<file path="config.mk">
export PLATFORM = sky130hd
export DESIGN_NAME = utf8_to_utf16_bmp_decoder
export DESIGN_NICKNAME = d
export VERILOG_FILES = /design/src/hw/rtl/u8u16_pkg.sv /design/src/hw/rtl/u8u16_front.sv /design/src/hw/rtl/u8u16_queue.sv /design/src/hw/rtl/u8u16_back.sv /design/src/hw/rtl/utf8_to_utf16_bmp_decoder.sv
export VERILOG_INCLUDE_DIRS = /design/src /design/src/hw/rtl
export SDC_FILE = /design/constraint.sdc
export NUM_CORES = 1
export LEC_CHECK = 0
export BUFFER_PORTS_ARGS = -buffer_cell sky130_fd_sc_hd__buf_4
export CAP_MARGIN = 20
export CORE_MARGIN = 4
export CORE_UTILIZATION = 49
export CTS_BUF_LIST = sky130_fd_sc_hd__clkbuf_8
export DETAILED_ROUTE_END_ITERATION = 8
export PLACE_DENSITY = 0.76
export SETUP_SLACK_MARGIN = 0.4
export SLEW_MARGIN = 20
export SYNTH_ARGS = -nofsm -noshare
export SYNTH_HDL_FRONTEND = slang
export SYNTH_HIERARCHICAL = 1
export SYNTH_SLANG_ARGS = --single-unit
</file>
<file path="constraint.sdc">
create_clock -name clk -period 12.1 [get_ports clk]
set_input_delay 2.42 -clock clk [delete_from_list [all_inputs] [get_ports clk]]
set_output_delay 2.42 -clock clk [all_outputs]
set_load 0.05 [all_outputs]
</file>
<file path="src/hw/rtl/utf8_to_utf16_bmp_decoder_defines.svh">
// Assertion helpers shared by the decoder modules.
// Each macro expects clk and rst_n in scope.
`ifndef UTF8_TO_UTF16_BMP_DECODER_DEFINES_SVH
`define UTF8_TO_UTF16_BMP_DECODER_DEFINES_SVH

// Same-cycle implication.
`define U8U16_ASSERT_NOW(lbl, ante, cons, msg) \
    lbl: assert property (@(posedge clk) disable iff (!rst_n) (ante) |-> (cons)) \
        else $error(msg);

// Next-cycle implication.
`define U8U16_ASSERT_NEXT(lbl, ante, cons, msg) \
    lbl: assert property (@(posedge clk) disable iff (!rst_n) (ante) |=> (cons)) \
        else $error(msg);

`endif

</file>
<file path="src/hw/rtl/u8u16_pkg.sv">
package u8u16_pkg;

    localparam int MAX_RESULTS  = 3;
    localparam int HELD_MAX     = 2;
    localparam int QUEUE_DEPTH  = 2;

    localparam logic [10:0] TWO_BYTE_MIN   = 11'h080;
    localparam logic [15:0] THREE_BYTE_MIN = 16'h0800;

    typedef logic [7:0]  byte_t;
    typedef logic [15:0] unit_t;

    // One queue entry: all results caused by one accepted byte.
    typedef struct packed {
        logic [1:0]                   n;
        logic                         fin;
        logic [MAX_RESULTS-1:0][15:0] units;
    } entry_t;

    typedef struct packed {
        logic [1:0]                   n;
        logic [MAX_RESULTS-1:0][15:0] units;
        logic [1:0]                   rem_cnt;
        logic [HELD_MAX-1:0][7:0]     rem;
    } step_t;

    function automatic logic is_cont(input byte_t b);
        return b[7:6] == 2'b10;
    endfunction

    // Walk the pending bytes plus the new byte, emitting up to three units.
    function automatic step_t decode_step(input logic [3:0][7:0] bufs,
                                          input logic [1:0] cnt,
                                          input logic fin);
        step_t       r;
        logic [1:0]  head;
        logic        stop;
        logic [1:0]  avail;
        logic [1:0]  i1;
        logic [1:0]  i2;
        byte_t       lead;
        byte_t       b1;
        byte_t       b2;
        unit_t       unit;
        logic [1:0]  used;
        logic [10:0] v2;
        logic [15:0] v3;
        r    = '0;
        head = '0;
        stop = 1'b0;
        for (int i = 0; i < MAX_RESULTS; i++)
        begin
            if (!stop && head < cnt)
            begin
                avail = cnt - head;
                i1    = head + 2'd1;
                i2    = head + 2'd2;
                lead  = bufs[head];
                b1    = bufs[i1];
                b2    = bufs[i2];
                unit  = '0;
                used  = 2'd1;
                v2    = {lead[4:0], b1[5:0]};
                v3    = {lead[3:0], b1[5:0], b2[5:0]};
                if (!lead[7])
                begin
                    unit = {8'h00, lead};
                end
                else if (lead[7:5] == 3'b110)
                begin
                    if (avail < 2'd2)
                    begin
                        if (!fin)
                            stop = 1'b1;
                    end
                    else if (is_cont(b1) && v2 >= TWO_BYTE_MIN)
                    begin
                        unit = {5'b00000, v2};
                        used = 2'd2;
                    end
                end
                else if (lead[7:4] == 4'b1110)
                begin
                    if (avail >= 2'd2 && !is_cont(b1))
                    begin
                        // bad second byte: zero now, reexamine it as a lead
                        unit = '0;
                    end
                    else if (avail < 2'd3)
                    begin
                        if (!fin)
                            stop = 1'b1;
                    end
                    else if (is_cont(b2) && v3 >= THREE_BYTE_MIN)
                    begin
                        unit = v3;
                        used = 2'd3;
                    end
                end
                if (!stop)
                begin
                    r.units[r.n] = unit;
                    r.n          = r.n + 2'd1;
                    head         = head + used;
                end
            end
        end
        r.rem_cnt = cnt - head;
        r.rem[0]  = bufs[head];
        r.rem[1]  = bufs[head + 2'd1];
        return r;
    endfunction

endpackage

</file>
<file path="src/hw/rtl/u8u16_front.sv">
`include "utf8_to_utf16_bmp_decoder_defines.svh"

module u8u16_front
(
    input  logic               clk,
    input  logic               rst_n,
    input  logic               in_valid,
    output logic               in_stall,
    input  u8u16_pkg::byte_t   byte_in,
    input  logic               final_byte,
    input  logic               q_full,
    output logic               push,
    output u8u16_pkg::entry_t  push_entry
);
    import u8u16_pkg::*;

    byte_t [HELD_MAX-1:0] held_reg;
    byte_t [HELD_MAX-1:0] held_next;
    logic [1:0]           held_count_reg;
    logic [1:0]           held_count_next;
    logic [3:0][7:0]      bufs;
    step_t                step;
    logic                 accept;

    assign in_stall = q_full;
    assign accept   = in_valid && !q_full;

    always_comb
    begin
        bufs                 = '0;
        bufs[0]              = held_reg[0];
        bufs[1]              = held_reg[1];
        bufs[held_count_reg] = byte_in;
        step = decode_step(bufs, held_count_reg + 2'd1, final_byte);
    end

    assign push             = accept && (step.n != 2'd0);
    assign push_entry.n     = step.n;
    assign push_entry.fin   = final_byte;
    assign push_entry.units = step.units;

    always_comb
    begin
        held_next       = held_reg;
        held_count_next = held_count_reg;
        if (accept)
        begin
            held_next       = step.rem;
            held_count_next = step.rem_cnt;
        end
    end

    always_ff @(posedge clk or negedge rst_n)
    begin
        if (!rst_n)
        begin
            held_reg       <= '0;
            held_count_reg <= '0;
        end
        else
        begin
            held_reg       <= held_next;
            held_count_reg <= held_count_next;
        end
    end

    // A decode step never leaves more than two pending bytes.
    `U8U16_ASSERT_NOW(a_held_range, 1'b1, held_count_reg != 2'd3, "held count out of range")

endmodule

</file>
<file path="src/hw/rtl/u8u16_queue.sv">
`include "utf8_to_utf16_bmp_decoder_defines.svh"

module u8u16_queue
#(
    parameter int DEPTH = u8u16_pkg::QUEUE_DEPTH
)
(
    input  logic               clk,
    input  logic               rst_n,
    input  logic               push,
    input  u8u16_pkg::entry_t  push_entry,
    input  logic               pop,
    output logic               q_valid,
    output logic               q_full,
    output u8u16_pkg::entry_t  q_head
);
    import u8u16_pkg::*;

    localparam int PW = $clog2(DEPTH);
    localparam int CW = $clog2(DEPTH + 1);
    localparam logic [PW-1:0] LAST_PTR = PW'(DEPTH - 1);
    localparam logic [CW-1:0] FULL_CNT = CW'(DEPTH);

    entry_t        mem_reg [DEPTH];
    logic [PW-1:0] wr_ptr_reg;
    logic [PW-1:0] wr_ptr_next;
    logic [PW-1:0] rd_ptr_reg;
    logic [PW-1:0] rd_ptr_next;
    logic [CW-1:0] cnt_reg;
    logic [CW-1:0] cnt_next;
    logic          do_push;
    logic          do_pop;

    assign q_valid = cnt_reg != '0;
    assign q_full  = cnt_reg == FULL_CNT;
    assign q_head  = mem_reg[rd_ptr_reg];
    assign do_push = push && !q_full;
    assign do_pop  = pop && q_valid;

    always_comb
    begin
        wr_ptr_next = wr_ptr_reg;
        rd_ptr_next = rd_ptr_reg;
        cnt_next    = cnt_reg;
        if (do_push)
            wr_ptr_next = (wr_ptr_reg == LAST_PTR) ? '0 : wr_ptr_reg + PW'(1);
        if (do_pop)
            rd_ptr_next = (rd_ptr_reg == LAST_PTR) ? '0 : rd_ptr_reg + PW'(1);
        if (do_push && !do_pop)
            cnt_next = cnt_reg + CW'(1);
        else if (do_pop && !do_push)
            cnt_next = cnt_reg - CW'(1);
    end

    always_ff @(posedge clk)
    begin
        if (do_push)
            mem_reg[wr_ptr_reg] <= push_entry;
    end

    always_ff @(posedge clk or negedge rst_n)
    begin
        if (!rst_n)
        begin
            wr_ptr_reg <= '0;
            rd_ptr_reg <= '0;
            cnt_reg    <= '0;
        end
        else
        begin
            wr_ptr_reg <= wr_ptr_next;
            rd_ptr_reg <= rd_ptr_next;
            cnt_reg    <= cnt_next;
        end
    end

    `U8U16_ASSERT_NOW(a_q_count, 1'b1, cnt_reg <= FULL_CNT, "queue count overflow")

endmodule

</file>
<file path="src/hw/rtl/u8u16_back.sv">
`include "utf8_to_utf16_bmp_decoder_defines.svh"

module u8u16_back
(
    input  logic               clk,
    input  logic               rst_n,
    input  logic               q_valid,
    input  u8u16_pkg::entry_t  q_head,
    output logic               pop,
    output logic               out_valid,
    input  logic               out_stall,
    output u8u16_pkg::unit_t   code_unit,
    output logic               run_last,
    output logic               string_end
);
    import u8u16_pkg::*;

    logic [1:0] idx_reg;
    logic [1:0] idx_next;
    logic       valid_reg;
    logic       valid_next;
    unit_t      code_unit_reg;
    logic       run_last_reg;
    logic       string_end_reg;
    logic       load;
    logic       last_of_entry;

    // output register is free when empty or being taken this cycle
    assign load          = q_valid && (!valid_reg || !out_stall);
    assign last_of_entry = idx_reg == (q_head.n - 2'd1);
    assign pop           = load && last_of_entry;

    always_comb
    begin
        idx_next   = idx_reg;
        valid_next = valid_reg;
        if (load)
        begin
            valid_next = 1'b1;
            idx_next   = last_of_entry ? 2'd0 : idx_reg + 2'd1;
        end
        else if (!out_stall)
        begin
            valid_next = 1'b0;
        end
    end

    always_ff @(posedge clk or negedge rst_n)
    begin
        if (!rst_n)
        begin
            idx_reg   <= '0;
            valid_reg <= 1'b0;
        end
        else
        begin
            idx_reg   <= idx_next;
            valid_reg <= valid_next;
        end
    end

    always_ff @(posedge clk)
    begin
        if (load)
        begin
            code_unit_reg  <= q_head.units[idx_reg];
            run_last_reg   <= last_of_entry;
            string_end_reg <= last_of_entry && q_head.fin;
        end
    end

    assign out_valid  = valid_reg;
    assign code_unit  = code_unit_reg;
    assign run_last   = run_last_reg;
    assign string_end = string_end_reg;

    `U8U16_ASSERT_NOW(a_end_is_last, valid_reg && string_end_reg, run_last_reg, "string end not on last result")
    `U8U16_ASSERT_NOW(a_idx_in_entry, q_valid, idx_reg < q_head.n, "result index past entry")
    `U8U16_ASSERT_NEXT(a_pop_rewinds, pop, idx_reg == 2'd0, "index not rewound after pop")

endmodule

</file>
<file path="src/hw/rtl/utf8_to_utf16_bmp_decoder.sv">
// UTF-8 to 16-bit code unit decoder for the Basic Multilingual Plane. One byte is taken per
// cycle while in_stall is low; each byte yields zero to three code units, delivered one per
// cycle while out_stall is low, so valid text (at most one unit per byte) streams at one
// byte per clock. Each unit is registered in the entry queue and then the output register.
// Bad or truncated sequences give unit 0 and drop only their lead byte; a final_byte flushes
// pending bytes. A byte that yields several units stays at the queue head until its last
// unit is loaded; input stalls once the entry queue from front end to output stage is full.
module utf8_to_utf16_bmp_decoder
#(
    parameter int QUEUE_DEPTH = u8u16_pkg::QUEUE_DEPTH
)
(
    input  logic              clk,
    input  logic              rst_n,
    input  logic              in_valid,
    output logic              in_stall,
    input  u8u16_pkg::byte_t  byte_in,
    input  logic              final_byte,
    output logic              out_valid,
    input  logic              out_stall,
    output u8u16_pkg::unit_t  code_unit,
    output logic              run_last,
    output logic              string_end
);
    import u8u16_pkg::*;

    logic   push;
    entry_t push_entry;
    logic   pop;
    logic   q_valid;
    logic   q_full;
    entry_t q_head;

    u8u16_front u_front
    (
        .clk        (clk),
        .rst_n      (rst_n),
        .in_valid   (in_valid),
        .in_stall   (in_stall),
        .byte_in    (byte_in),
        .final_byte (final_byte),
        .q_full     (q_full),
        .push       (push),
        .push_entry (push_entry)
    );

    u8u16_queue #(.DEPTH(QUEUE_DEPTH)) u_queue
    (
        .clk        (clk),
        .rst_n      (rst_n),
        .push       (push),
        .push_entry (push_entry),
        .pop        (pop),
        .q_valid    (q_valid),
        .q_full     (q_full),
        .q_head     (q_head)
    );

    u8u16_back u_back
    (
        .clk        (clk),
        .rst_n      (rst_n),
        .q_valid    (q_valid),
        .q_head     (q_head),
        .pop        (pop),
        .out_valid  (out_valid),
        .out_stall  (out_stall),
        .code_unit  (code_unit),
        .run_last   (run_last),
        .string_end (string_end)
    );

endmodule

</file>
==> flow_metrics.py <==
metrics = {
    "run_status": {
        "result_of_the_run": "finished clean",
    },
    "synth": {
        "synth.lib_cells_used.distinct": 104,
        "post_synth.cell_area_avg_um2": 10.3,
        "synthesis.area_um2": 10600,
        "synth-async-reset-ratio_pct": 17.2,
        "syn-instance-count": 1032,
        "synth_top_area_share_pct": 34.0,
        "synth.yosys.warnings": 6,
        "synth_seq_area_share_pct": 39.8,
        "synthesis.nets": 1064,
        "synth_edf_count": 120,
        "synth_area_leaders": "edfxtp_1 34%, mux2_4 6.9%, dfrtp_1 5.9%",
        "synth-seq-cells": 145,
        "predominant_post_synthesis_flop_cell": "edfxtp_1",
        "synthDominantAreaCellType": "edfxtp_1",
    },
    "worst_hold_path": {
        "hp-start": "u_queue/cnt_reg[1]",
        "min_to": "u_queue/cnt_reg[1]",
        "min-delay-path-class": "register to register",
        "worstHoldPathCells": 1,
    },
    "floorplanning": {
        "initial_core_util_pct": 50.2,
        "die_w_um": 155,
        "io-pin-count": 33,
        "die_height_um": 155,
        "row_count": 53,
        "die-area_um2": 24100,
        "core_area_um2": 21200,
    },
    "sta": {
        "tightestPinTransition_ps": 996,
        "final-max-slew-violation-count": 0,
        "final.setup_skew_ps": 17.9,
        "timing.fmax_mhz": 92.2,
        "period_share_pct": 89.6,
        "fin_worst_hold_slack_ps": 497,
        "timing.final.setup_violations": 0,
        "rsz_0062_raised_after_global_routing": "false",
        "max-slew-margin-rel_pct": 33.6,
        "final_hold_viol_count": 0,
        "setup_ws_ps": 1260,
        "period_needed_ps": 10840,
        "totalNegativeSetupSlack_ps": 0,
    },
    "routing": {
        "wire_per_inst_um": 23.9,
        "ant_nets": 0,
        "via_per_inst": 6.61,
        "drt-initial-drc-count": 958,
        "detailroute.via_count": 8425,
        "drt_pass1_iterations": 9,
        "totalWireLength_um": 30500,
        "post-route-drc-count": 0,
    },
    "global_routing": {
        "grt_antenna_before_repair": 0,
        "first_global_vias": 7782,
        "largest_net_degree_at_the_start_of_global_routing": 52,
        "grt_usage_pct": 24.9,
        "grt_first_pass_wirelength_um": 46800,
        "grt-ovfl-total": 0,
    },
    "cts": {
        "count_of_h_tree_levels_built_during_cts": 4,
        "cts_root_buf": "clkbuf_8",
        "holdBufCountCts": 0,
        "clock_tree_from_tritoncts": "yes",
        "clk-insertion-delay-late_ps": 440,
        "ctsResizeCount": 0,
        "ctsLongestPathBuffers": 2,
        "cts_buffers": 17,
        "post-cts-setup-buffer-count": 0,
        "path_clk_slew_ps": 90,
        "clock_sinks": 145,
    },
    "place": {
        "gp_routability_congestion": 0.993,
        "detailed_place_hpwl_um": 22100,
        "portBuffers": 32,
        "place_ws_ps": 974,
    },
    "critical_path": {
        "critical-path-top-cell-by-count": "inv_2",
        "cp_data_required_time_ps": 12410,
        "timing.reg2reg.setup_slack_ps": 1700,
        "slowest_stage": "a2111oi_4",
        "timing.reg2reg.worst_path_depth": 25,
        "r2r-start": "u_front/held_count_reg[0]",
        "worst_path_largest_cell_delay_ps": 850,
        "crit-reg2reg-capture": "u_front/held_reg[2]",
        "worst_setup_path_category": "primary input to register",
        "critical_path.endpoint_type": "register",
        "startpoint_type": "primary input",
        "timing.critical_path.arrival_ps": 11160,
        "crit_fanout": 32,
        "worstPathCellList": "buf_4 -> nand3b_1 -> and2_1 -> a2111oi_4 -> o211ai_2 -> inv_2 -> fa_1 -> nor3b_1 -> o211ai_1 -> nor4_4 -> inv_2 -> ha_1 -> or3_1 -> a31oi_4 -> nor2_4 -> inv_2 -> fa_1 -> nor4_2 -> o2111ai_4 -> a21oi_1 -> and3b_4 -> xnor2_4 -> mux2i_1 -> a221o_1",
    },
    "cells_and_area": {
        "fillers": 1879,
        "post_route_cells_drive_above_1_share_pct": 20.5,
        "num_antenna_cells": 0,
        "areaGrowthSynthToFinish_pct": 3.44,
        "largest_reg_flops": 102,
        "nets_final": 1019,
    },
    "job": {
        "timing.max_cap.violations": 0,
    },
}
-- metal layers --
metal	vias to the layer above	share of wire [%]	wire length (um)	track usage, %
li1	3761	-	-	-
met1	4068	42	12700	34.3
met2	512	46	14100	39.4
met3	84	8.1	2490	4.45
met4	0	3.9	1180	9.34
met5	-	0	0	0
-- worst max path at each step --
| stage | startpoint | end | slack (ps) | depth (start not counted) |
|---|---|---|---|---|
| after detailed placement | byte_in[6] | u_front/held_reg[14] | 970 | 24 |
| after CTS | byte_in[6] | u_front/held_reg[2] | 1450 | 24 |
| after global placement | byte_in[6] | u_front/held_reg[14] | 1230 | 24 |
| final | byte_in[6] | u_front/held_reg[2] | 1260 | 24 |
| after global routing | byte_in[7] | u_queue/mem_reg[1][9] | 860 | 25 |
| after floorplan | byte_in[7] | u_queue/mem_reg[0][0] | 460 | 31 |
-- cells in the final DEF (no fill, tap or decap), types with 7 or more instances in the layout --
cell type | synthesis | final
inv_1 | 16 | 16
inv_2 | 8 | 8
o22ai_1 | 17 | 17
a221o_1 | 10 | 10
o21ai_0 | 59 | 59
a211o_1 | 7 | 7
and2_1 | 10 | 10
ha_1 | 17 | 17
nor2b_1 | 8 | 8
nand3_1 | 20 | 20
mux2_4 | 49 | 49
edfxtp_1 | 120 | 120
a211oi_1 | 18 | 18
o21bai_1 | 7 | 7
mux2_2 | 19 | 19
o211ai_1 | 7 | 7
a21oi_1 | 47 | 47
nand2_1 | 109 | 109
mux2i_1 | 53 | 53
dfrtp_1 | 25 | 24
o31ai_1 | 10 | 10
buf_4 | 55 | 46
clkbuf_8 | 0 | 17
o21ai_1 | 17 | 17
nor3_1 | 25 | 25
nor2_1 | 89 | 88
-- stage by stage --
stage          cell area, um2  utilization (%)  instances
6_report                11000             51.9       1275
5_1_grt                 11000             51.9       1275
4_1_cts                 11000             51.9       1275
3_5_place_dp            10600             50.0       1243
3_3_place_gp            10600             50.0       1243
2_1_floorplan           10600                -       1032
-- kinds of logic after synthesis --
logic type,after synthesis,share of synthesized area (%)
buf+inv,135,7.99
compound gates,285,19.8
fa+ha+maj,20,2.49
simple gates,314,14.5
xor+xnor,10,1.07
flops,145,39.8
mux,123,14.4
-- Yosys cell counts (all sizes together), types with 4 or more instances --
library cell and instances:
o221a 6, nor3 27, o31ai 11, o211ai 9, nor4 9, inv 24
o22a 6, mux2i 53, a31oi 7, dfrtp 25, a222oi 5, nand2b 6
nor2 92, a311oi 5, a211o 7, ha 17, nor2b 8, o22ai 17
nand2 112, a32oi 6, and2 10, nand3 21, a2111oi 4, o21ai 78
nand4 4, clkbuf 31, a211oi 22, buf 80, xnor2 7, o21bai 7
a21oi 49, a221o 10, mux2 68, or3 5, a221oi 4, edfxtp 120
or2 7
-- critical path: cells and delay by family --
| family | cells | cell delay, ps |
|---|---|---|
| buf+inv | 4 | 1290 |
| mux | 1 | 200 |
| xor+xnor | 1 | 610 |
| fa+ha+maj | 3 | 1430 |
| simple gates | 8 | 2740 |
| compound gates | 7 | 2410 |
-- area by class of cell --
| type | count | area, um2 | area share, % |
|---|---|---|---|
| multi-input combinational | 752 | 5550 | 50.5 |
| clock buffer | 17 | 234 | 2.13 |
| clock inverter | 15 | 170 | 1.55 |
| sequential | 145 | 4230 | 38.5 |
| inverter | 24 | 90.1 | 0.821 |
| tap | 275 | 344 | 3.13 |
| timing repair buffer | 47 | 365 | 3.33 |
Power is not shown: default switching activity piles up to over one toggle a cycle in this logic, so the estimate is an artifact.
